## src/design/ffha_pkg.sv

```systemverilog
// shared types and constants for the first-fit heap allocator
`timescale 1ns / 1ps
package ffha_pkg;
  localparam int MaxBlocks   = 64;
  localparam int AddrBits    = 16;
  localparam int HeaderBytes = 16;
  localparam int IdxBits     = $clog2(MaxBlocks);
  localparam int LinkBits    = IdxBits + 1;
  localparam int LimBits     = AddrBits + 1;
  localparam logic [LinkBits-1:0] NilLink = LinkBits'(MaxBlocks);

  typedef enum logic [1:0] {
    StOk       = 2'd0,
    StExhaust  = 2'd1,
    StTabFull  = 2'd2,
    StBadFree  = 2'd3
  } status_e;

  // one table row: start, size, free mark, links
  typedef struct packed {
    logic [AddrBits-1:0] start;
    logic [AddrBits-1:0] bytes;
    logic                is_free;
    logic [LinkBits-1:0] nxt;
    logic [LinkBits-1:0] prv;
  } row_t;

  localparam int RowBits = $bits(row_t);

  typedef enum logic [3:0] {
    CmdNone,
    CmdLoadHead,   // rd addr = head
    CmdFollow,     // rd addr = rd_row.nxt
    CmdTakeFit,    // write cur free=0, result addr
    CmdAppend,     // write new row, result addr, rd old tail
    CmdLinkTail,   // old tail's next = new row
    CmdMarkFree,   // cur.free = 1, rd cur.nxt
    CmdMergeNext,  // cur absorbs next, rd next's next
    CmdFixPrv,     // neighbor's prev = cur, rd cur.prv
    CmdReadPrev,   // rd cur.prv
    CmdMergePrev,  // prev absorbs cur, rd cur.nxt, result ok
    CmdResult      // result with given status, address zero
  } cmd_e;

  typedef struct packed {
    cmd_e    cmd;
    status_e status;
  } ctl_t;

  typedef struct packed {
    logic cur_nil;      // rd pointer is nil
    logic fits;         // rd row free and big enough
    logic addr_match;   // rd row busy and payload matches
    logic slot_avail;
    logic room;
    logic nb_nil;       // neighbor link is nil
    logic nb_free;      // neighbor row is free
    logic tail_nil;     // list is empty
  } sts_t;
endpackage

```

## src/design/ffha_ram.sv

```systemverilog
// generic single-port-write ram with registered read
`timescale 1ns / 1ps
module ffha_ram #(
  parameter int Width = 8,
  parameter int Depth = 16
) (
  input  logic                     clk_i,
  input  logic                     we_i,
  input  logic [$clog2(Depth)-1:0] waddr_i,
  input  logic [Width-1:0]         wdata_i,
  input  logic [$clog2(Depth)-1:0] raddr_i,
  output logic [Width-1:0]         rdata_o
);
  logic [Width-1:0] mem_q [Depth];
  always_ff @(posedge clk_i) begin
    if (we_i) mem_q[waddr_i] <= wdata_i;
    rdata_o <= mem_q[raddr_i];
  end
endmodule

```

## src/design/ffha_datapath.sv

```systemverilog
// block table, list ends, heap top and result registers
`timescale 1ns / 1ps
module ffha_datapath (
  input  logic                         clk_i,
  input  logic                         rst_ni,
  input  logic                         load_i,
  input  logic [15:0]                  req_size_i,
  input  logic [15:0]                  free_address_i,
  input  logic                         cfg_we_i,
  input  logic [16:0]                  cfg_data_i,
  input  ffha_pkg::ctl_t               ctl_i,
  output ffha_pkg::sts_t               sts_o,
  output logic                         valid_o,
  output logic [15:0]                  payload_address_o,
  output logic [1:0]                   status_o
);
  import ffha_pkg::*;

  logic [LimBits-1:0]  limit_q, top_q, top_d;
  logic [AddrBits-1:0] size_q, faddr_q;
  logic [LinkBits-1:0] head_q, head_d, tail_q, tail_d;
  logic [LinkBits-1:0] cur_q, cur_d, nb_q, nb_d;
  logic [MaxBlocks-1:0] used_q, used_d;
  row_t                cur_row_q, cur_row_d, rd_row;
  logic [IdxBits-1:0]  raddr, waddr;
  logic                we;
  row_t                wrow;
  logic [IdxBits-1:0]  free_slot;
  logic                slot_avail;
  logic [LimBits+1:0]  need;
  logic [LimBits-1:0]  lim_eff;
  logic [LimBits-1:0]  pay_full;
  logic [LimBits:0]    merged;
  logic [AddrBits-1:0] merged_sat;
  logic                valid_d;
  logic [15:0]         pa_d;
  logic [1:0]          st_d;
  logic [LinkBits-1:0] rd_ptr_q, rd_ptr_d;

  ffha_ram #(.Width(RowBits), .Depth(MaxBlocks)) u_tab (
    .clk_i, .we_i(we), .waddr_i(waddr), .wdata_i(wrow),
    .raddr_i(raddr), .rdata_o(rd_row)
  );

  always_comb begin
    free_slot  = '0;
    slot_avail = 1'b0;
    for (int i = MaxBlocks - 1; i >= 0; i--) begin
      if (!used_q[i]) begin
        free_slot  = IdxBits'(i);
        slot_avail = 1'b1;
      end
    end
  end

  assign lim_eff = (limit_q > LimBits'(1 << AddrBits)) ? LimBits'(1 << AddrBits) : limit_q;
  assign need    = (LimBits+2)'(top_q) + (LimBits+2)'(HeaderBytes) + (LimBits+2)'(size_q);
  assign pay_full = LimBits'(rd_row.start) + LimBits'(HeaderBytes);
  assign merged  = (LimBits+1)'(cur_row_q.bytes) + (LimBits+1)'(rd_row.bytes)
                 + (LimBits+1)'(HeaderBytes);
  assign merged_sat = (merged > (LimBits+1)'((1 << AddrBits) - 1)) ? '1
                    : merged[AddrBits-1:0];

  assign sts_o.cur_nil    = rd_ptr_q[IdxBits];
  assign sts_o.fits       = rd_row.is_free && (rd_row.bytes >= size_q);
  assign sts_o.addr_match = !rd_row.is_free && (pay_full == LimBits'(faddr_q));
  assign sts_o.slot_avail = slot_avail;
  assign sts_o.room       = need <= (LimBits+2)'(lim_eff);
  assign sts_o.nb_nil     = nb_q[IdxBits];
  assign sts_o.nb_free    = rd_row.is_free;
  assign sts_o.tail_nil   = tail_q[IdxBits];

  always_comb begin
    raddr = rd_ptr_q[IdxBits-1:0];
    rd_ptr_d = rd_ptr_q;
    we = 1'b0; waddr = cur_q[IdxBits-1:0]; wrow = cur_row_q;
    head_d = head_q; tail_d = tail_q; top_d = top_q; used_d = used_q;
    cur_d = cur_q; cur_row_d = cur_row_q; nb_d = nb_q;
    valid_d = 1'b0; pa_d = '0; st_d = StOk;
    case (ctl_i.cmd)
      CmdLoadHead: begin
        rd_ptr_d = head_q; raddr = head_q[IdxBits-1:0];
      end
      CmdFollow: begin
        rd_ptr_d = rd_row.nxt; raddr = rd_row.nxt[IdxBits-1:0];
      end
      CmdTakeFit: begin
        we = 1'b1; waddr = rd_ptr_q[IdxBits-1:0];
        wrow = rd_row; wrow.is_free = 1'b0;
        valid_d = 1'b1; pa_d = pay_full[AddrBits-1:0];
      end
      CmdAppend: begin
        we = 1'b1; waddr = free_slot;
        wrow.start = top_q[AddrBits-1:0]; wrow.bytes = size_q; wrow.is_free = 1'b0;
        wrow.nxt = NilLink; wrow.prv = tail_q;
        used_d[free_slot] = 1'b1;
        if (tail_q[IdxBits]) head_d = {1'b0, free_slot};
        tail_d = {1'b0, free_slot};
        top_d = need[LimBits-1:0];
        // old tail is read here and linked in the next cycle
        cur_d = tail_q; nb_d = {1'b0, free_slot}; raddr = tail_q[IdxBits-1:0];
        valid_d = 1'b1; pa_d = top_q[AddrBits-1:0] + AddrBits'(HeaderBytes);
      end
      CmdLinkTail: begin
        we = 1'b1; waddr = cur_q[IdxBits-1:0]; wrow = rd_row; wrow.nxt = nb_q;
      end
      CmdMarkFree: begin
        cur_d = rd_ptr_q; cur_row_d = rd_row; cur_row_d.is_free = 1'b1;
        we = 1'b1; waddr = rd_ptr_q[IdxBits-1:0]; wrow = cur_row_d;
        nb_d = rd_row.nxt; raddr = rd_row.nxt[IdxBits-1:0];
      end
      CmdMergeNext: begin
        cur_row_d.bytes = merged_sat; cur_row_d.nxt = rd_row.nxt;
        we = 1'b1; wrow = cur_row_d;
        used_d[nb_q[IdxBits-1:0]] = 1'b0;
        if (rd_row.nxt[IdxBits]) tail_d = cur_q;
        nb_d = rd_row.nxt; raddr = rd_row.nxt[IdxBits-1:0];
      end
      CmdFixPrv: begin
        we = 1'b1; waddr = nb_q[IdxBits-1:0]; wrow = rd_row; wrow.prv = cur_q;
        nb_d = cur_row_q.prv; raddr = cur_row_q.prv[IdxBits-1:0];
      end
      CmdReadPrev: begin
        nb_d = cur_row_q.prv; raddr = cur_row_q.prv[IdxBits-1:0];
      end
      CmdMergePrev: begin
        // prev row absorbs current; then current's next becomes prev's next
        we = 1'b1; waddr = nb_q[IdxBits-1:0];
        wrow = rd_row; wrow.bytes = merged_sat; wrow.nxt = cur_row_q.nxt;
        used_d[cur_q[IdxBits-1:0]] = 1'b0;
        if (cur_row_q.nxt[IdxBits]) tail_d = nb_q;
        cur_d = nb_q; nb_d = cur_row_q.nxt; raddr = cur_row_q.nxt[IdxBits-1:0];
        valid_d = 1'b1;
      end
      CmdResult: begin
        valid_d = 1'b1; st_d = ctl_i.status;
      end
      default: ;
    endcase
  end

  always_ff @(posedge clk_i or negedge rst_ni) begin
    if (!rst_ni) begin
      limit_q <= 17'h10000; top_q <= '0; head_q <= NilLink; tail_q <= NilLink;
      used_q <= '0; valid_o <= 1'b0; rd_ptr_q <= NilLink;
    end else begin
      if (cfg_we_i) limit_q <= cfg_data_i;
      top_q <= top_d; head_q <= head_d; tail_q <= tail_d; used_q <= used_d;
      valid_o <= valid_d; rd_ptr_q <= rd_ptr_d;
    end
  end

  always_ff @(posedge clk_i) begin
    if (load_i) begin
      size_q <= req_size_i; faddr_q <= free_address_i;
    end
    cur_q <= cur_d; cur_row_q <= cur_row_d; nb_q <= nb_d;
    payload_address_o <= pa_d; status_o <= st_d;
  end
endmodule

```

## src/design/ffha_ctrl.sv

```systemverilog
// sequencer for list walk, append and merge
`timescale 1ns / 1ps
module ffha_ctrl (
  input  logic           clk_i,
  input  logic           rst_ni,
  input  logic           start_i,
  input  logic           mode_i,
  input  ffha_pkg::sts_t sts_i,
  output logic           busy_o,
  output logic           load_o,
  output ffha_pkg::ctl_t ctl_o
);
  import ffha_pkg::*;

  typedef enum logic [2:0] {
    SIdle, SHead, SWalk, SLink, SNextChk, SNextFix, SPrevChk, SPrevFix
  } state_e;

  state_e state_q, state_d;
  logic   mode_q, mode_d;
  logic [IdxBits:0] steps_q, steps_d;

  assign busy_o = state_q != SIdle;
  assign load_o = start_i && !busy_o;

  always_comb begin
    state_d = state_q; mode_d = mode_q; steps_d = steps_q;
    ctl_o.cmd = CmdNone; ctl_o.status = StOk;
    case (state_q)
      SIdle: if (start_i) begin
        mode_d = mode_i; state_d = SHead; steps_d = '0;
      end
      SHead: begin
        ctl_o.cmd = CmdLoadHead; state_d = SWalk;
      end
      SWalk: begin
        if (sts_i.cur_nil || steps_q == (IdxBits+1)'(MaxBlocks)) begin
          ctl_o.cmd = CmdResult; state_d = SIdle;
          if (mode_q) ctl_o.status = StBadFree;
          else if (!sts_i.slot_avail) ctl_o.status = StTabFull;
          else if (!sts_i.room) ctl_o.status = StExhaust;
          else begin
            ctl_o.cmd = CmdAppend;
            if (!sts_i.tail_nil) state_d = SLink;
          end
        end else if (!mode_q && sts_i.fits) begin
          ctl_o.cmd = CmdTakeFit; state_d = SIdle;
        end else if (mode_q && sts_i.addr_match) begin
          ctl_o.cmd = CmdMarkFree; state_d = SNextChk;
        end else begin
          ctl_o.cmd = CmdFollow; steps_d = steps_q + 1'b1;
        end
      end
      SLink: begin
        ctl_o.cmd = CmdLinkTail; state_d = SIdle;
      end
      SNextChk: begin
        if (!sts_i.nb_nil && sts_i.nb_free) begin
          ctl_o.cmd = CmdMergeNext; state_d = SNextFix;
        end else begin
          ctl_o.cmd = CmdReadPrev; state_d = SPrevChk;
        end
      end
      SNextFix: begin
        if (!sts_i.nb_nil) ctl_o.cmd = CmdFixPrv;
        else ctl_o.cmd = CmdReadPrev;
        state_d = SPrevChk;
      end
      SPrevChk: begin
        if (!sts_i.nb_nil && sts_i.nb_free) begin
          ctl_o.cmd = CmdMergePrev; state_d = SPrevFix;
        end else begin
          ctl_o.cmd = CmdResult; ctl_o.status = StOk; state_d = SIdle;
        end
      end
      SPrevFix: begin
        if (!sts_i.nb_nil) ctl_o.cmd = CmdFixPrv;
        state_d = SIdle;
      end
      default: state_d = SIdle;
    endcase
  end

  always_ff @(posedge clk_i or negedge rst_ni) begin
    if (!rst_ni) begin
      state_q <= SIdle; mode_q <= 1'b0; steps_q <= '0;
    end else begin
      state_q <= state_d; mode_q <= mode_d; steps_q <= steps_d;
    end
  end
endmodule

```

## src/design/first_fit_heap_allocator_unit.sv

```systemverilog
// top level of the first-fit heap allocator
`timescale 1ns / 1ps
// One item at a time: start is taken at an edge where busy is low, and busy
// stays high while the block list is walked one entry per cycle through the
// registered-read table ram. An allocate either takes the first free block that
// fits or walks all blocks and appends a new one; after an append to a non-empty
// list the old tail is linked to the new row. The table has 64 rows. A free
// walks to the matching block, marks it free and merges each free neighbor; a
// bad free walks the whole list. The result is registered and appears in the
// cycle after the step that makes it, for one cycle with done_o; the receiver
// cannot stall it. The next start is taken at the first edge with busy low.
module first_fit_heap_allocator_unit (
  input  logic        clk_i,
  input  logic        rst_ni,
  input  logic        start,
  output logic        busy,
  input  logic        mode_i,
  input  logic [15:0] req_size_i,
  input  logic [15:0] free_address_i,
  input  logic        heap_limit_we_i,
  input  logic [16:0] heap_limit_i,
  output logic        done_o,
  output logic [15:0] payload_address_o,
  output logic [1:0]  status_o
);
  import ffha_pkg::*;
  ctl_t ctl;
  sts_t sts;
  logic load;

  ffha_ctrl u_ctrl (
    .clk_i, .rst_ni, .start_i(start), .mode_i, .sts_i(sts),
    .busy_o(busy), .load_o(load), .ctl_o(ctl)
  );

  ffha_datapath u_dp (
    .clk_i, .rst_ni, .load_i(load), .req_size_i, .free_address_i,
    .cfg_we_i(heap_limit_we_i), .cfg_data_i(heap_limit_i),
    .ctl_i(ctl), .sts_o(sts), .valid_o(done_o),
    .payload_address_o, .status_o
  );
endmodule

```

## config.mk

```make
export PLATFORM = sky130hd
export DESIGN_NAME = first_fit_heap_allocator_unit
export DESIGN_NICKNAME = d
export VERILOG_FILES = /design/src/design/ffha_pkg.sv /design/src/design/ffha_ram.sv /design/src/design/ffha_datapath.sv /design/src/design/ffha_ctrl.sv /design/src/design/first_fit_heap_allocator_unit.sv
export SDC_FILE = /design/constraint.sdc
export NUM_CORES = 2
export LEC_CHECK = 0
export ABC_AREA = 1
export BUFFER_PORTS_ARGS = -buffer_cell sky130_fd_sc_hd__buf_2
export CORE_AREA = 2 2 521 523
export CTS_BUF_LIST = sky130_fd_sc_hd__clkbuf_8
export CTS_CLUSTER_SIZE = 12
export DETAILED_ROUTE_END_ITERATION = 12
export DIE_AREA = 0 0 523 525
export PLACE_DENSITY = 0.69
export SLEW_MARGIN = 20
export SYNTH_ARGS = -nofsm -noshare
export SYNTH_HDL_FRONTEND = slang
export SYNTH_SLANG_ARGS = --single-unit
export TNS_END_PERCENT = 10
```

## constraint.sdc

```tcl
create_clock -name clk_i -period 18.9 [get_ports clk_i]
set_clock_uncertainty 0.15 [all_clocks]
set_input_delay 1.89 -clock clk_i [delete_from_list [all_inputs] [get_ports clk_i]]
set_output_delay 1.89 -clock clk_i [all_outputs]
set_load 0.05 [all_outputs]
```

==> impl_metrics.tcl <==
set metrics [dict create \
    route.final.wire_length_mm 404 \
    syn_inst 10800 \
    cp-end-kind "flop" \
    start_util 0.497 \
    synth-seq-cells 3296 \
    stdcell_count 14800 \
    htreeDepth 6 \
    cp_slowest_stage_delay_ns 0.77 \
    period_needed_ns 10.78 \
    hold_viol_final 0 \
    cts-root-buf "clkbuf_8" \
    die_h_um 525 \
    detail_route.iter0.violations 13800 \
    yosysMostFrequentCell "edfxtp_1" \
    grt_usage 0.286 \
    final_antenna_net_count 0 \
    drc_errors 0 \
    synth_top_flop_cell "edfxtp_1" \
    grt_pass1_wl_mm 585 \
    syn_area_um2 134000 \
    wl_per_cell_um 27.3 \
    cts_setup_buffers 0 \
    yosysWarnings 0 \
    ys_seq_area_frac 0.729 \
    ys_types 68 \
    critPathLaunchType "flop" \
    synth_nets 10900 \
    slew_violations 0 \
    viasPerCell 6.34 \
    boundaryPins 74 \
    cts.sink_count 3296 \
    fin_area_um2 148000 \
    antenna_found_initial 9 \
    crit_top_cell "nand2_1" \
    worst_ep_required_time_ns 19.67 \
    core-area_um2 269000 \
    synth_edf_count 3100 \
    timing.slew.headroom 0.185 \
    synthToLayoutAreaGrowth_pct 10.7 \
    worstSkewPairLatency_ns 1.05 \
    drv_cap 0 \
    cts_tree "yes" \
    ctsResizeCount 0 \
    crit_arrival_ns 11.56 \
    synth_top_area_frac 0.695 \
    setup_tns_ns 0 \
    ctsLongestPathBuffers 4 \
    io_buffers 73 \
    placed_area_um2 139000 \
    die_w_um 523 \
    ys_top_cells_by_area "edfxtp_1, o21ai_0, nor2_1" \
    synth_top_area_cell "edfxtp_1" \
    finalNetCount 11000 \
    numCtsBuffers 530 \
    dp_cells 13900 \
    grt_start_max_net_pins 220 \
    die_area_um2 275000 \
    worstSetupPathType "reg2reg" \
    finalCritPeriodShare 0.571 \
    async_reset_ff_frac 0.0397 \
    grt_overflow 0 \
    hp-class "reg2reg" \
    drt-pass1-iter-count 9 \
    worst_pin_slew_ns 1.22 \
    status "completed" \
    rsz0062_at_grt "false" \
    postCtsHoldBufs 0 \
    cts.clk_slew.worst_paths_ns 0.07 \
    setup_viol 0 \
    avgSynthCellArea_um2 12.5 \
    max_freq_mhz 92.7 \
    post-dp-hpwl_mm 211 \
    vias 93800 \
    critPathMaxFanout 140 \
    ys_top_cells_by_count "edfxtp_1, nor2_1, o21ai_0, o22ai_1, clkbuf_1" \
    routabilityCongestion 0.935 \
    whs_ns 0.309 \
    grt_pass1_vias 89200 \
    cp_slowest_cell "buf_4" \
    final_layout_size_suffix_gt1_frac 0.0977 \
    rows 191 \
]
## metal layers
metal | global-route usage | wire (um)
met5 | 0 | 246
met4 | 0.118 | 16500
met1 | 0.389 | 151000
met3 | 0.0653 | 51300
met2 | 0.443 | 185000
## worst paths after layout
check,start,to,slack [ns],cells after the start
min,u_dp.head_q[6],u_dp.head_q[6],0.31,2
min in group asynchronous,rst_ni,u_dp.limit_q[3],0.85,1
max,u_dp.top_q[4],u_dp.u_tab.rdata_o[38],8.12,40
max in group asynchronous,rst_ni,u_dp.used_q[43],16.27,2
min reg2reg,u_dp.head_q[6],u_dp.head_q[6],0.31,2
max reg2reg,u_dp.top_q[4],u_dp.u_tab.rdata_o[38],8.12,40
## per-stage QoR
step                utilization  worst slack [ns]
floorplan                     -              9.13
global placement          0.514              8.55
global route              0.550              7.49
finish                    0.550              8.12
detailed placement        0.514              8.51
CTS                       0.550              8.46
## layout by cell type (no fill, tap or decap), types with 13 or more instances in the layout
master / Yosys / layout
a21oi_1: 130 / 130
a31oi_1: 16 / 16
buf_12: 0 / 13
buf_2: 170 / 72
buf_4: 14 / 198
clkbuf_8: 0 / 563
clkinv_1: 6 / 101
clkinv_2: 0 / 45
dfrtp_1: 127 / 127
dfxtp_1: 65 / 65
edfxtp_1: 3100 / 3100
ha_1: 71 / 71
inv_1: 268 / 441
nand2_1: 444 / 437
nand3_1: 142 / 135
nand4_1: 29 / 29
nor2_1: 2097 / 2029
nor2_4: 1 / 67
nor3_1: 90 / 90
o211ai_1: 114 / 114
o21ai_0: 1931 / 1926
o21ai_1: 213 / 213
o221ai_1: 118 / 108
o22ai_1: 865 / 865
o31ai_1: 17 / 17
xor2_1: 48 / 48
## area by class of cell
type	instances	area (um^2)
inverter	284	1110
fill	21600	121000
multi-input combinational	6449	33200
tap	3570	4470
antenna	5	12.5
clock buffer	563	7750
sequential	3296	97700
clock inverter	357	1890
timing repair buffer	284	2130
## sequential cells by signal, summed over array words and instances, names as in the netlist
| signal | count |
|---|---|
| u_ctrl.mode_q | 1 |
| u_dp.head_q | 7 |
| u_dp.u_tab.mem_q | 3008 |
| u_dp.rd_ptr_q | 7 |
| u_dp.limit_q | 17 |
| u_dp.nb_q | 7 |
| u_dp.cur_q | 7 |
| u_dp.faddr_q | 16 |
| u_dp.u_tab.rdata_o | 47 |
| u_dp.top_q | 17 |
| u_dp.used_q | 64 |
| u_ctrl.state_q | 3 |
| u_dp.tail_q | 7 |
| u_ctrl.steps_q | 7 |
| u_dp.valid_o | 1 |
| u_dp.size_q | 16 |
| u_dp.status_o | 2 |
| u_dp.payload_address_o | 16 |
| u_dp.cur_row_q | 46 |
## cell families (layout without fill, tap and decap cells)
| kind of cell | after synthesis | after routing | synth area share |
|---|---|---|---|
| and+or+nand+nor | 2841 | 2841 | 0.0836 |
| DFF | 3296 | 3296 | 0.729 |
| buffers and inverters | 1007 | 1488 | 0.0307 |
| adders and majority gates | 73 | 73 | 0.00693 |
| AOI/OAI and AO/OA | 3478 | 3478 | 0.146 |
| other | 0 | 5 | 0 |
| muxes | 2 | 2 | 0.000168 |
| xor gates and xnor gates | 55 | 55 | 0.00360 |
## critical path, delay by kind of cell (launching register included)
family,cells,cell delay [ns]
buf+inv,5,3.26
compound gates,15,2.80
simple gates,16,2.45
fa+ha+maj,3,1.00
flops,1,0.43
xor+xnor,1,0.22
Power is left out: the tool's default activity adds up to more than one toggle a clock period on the data nets, which glitch-free logic cannot reach.
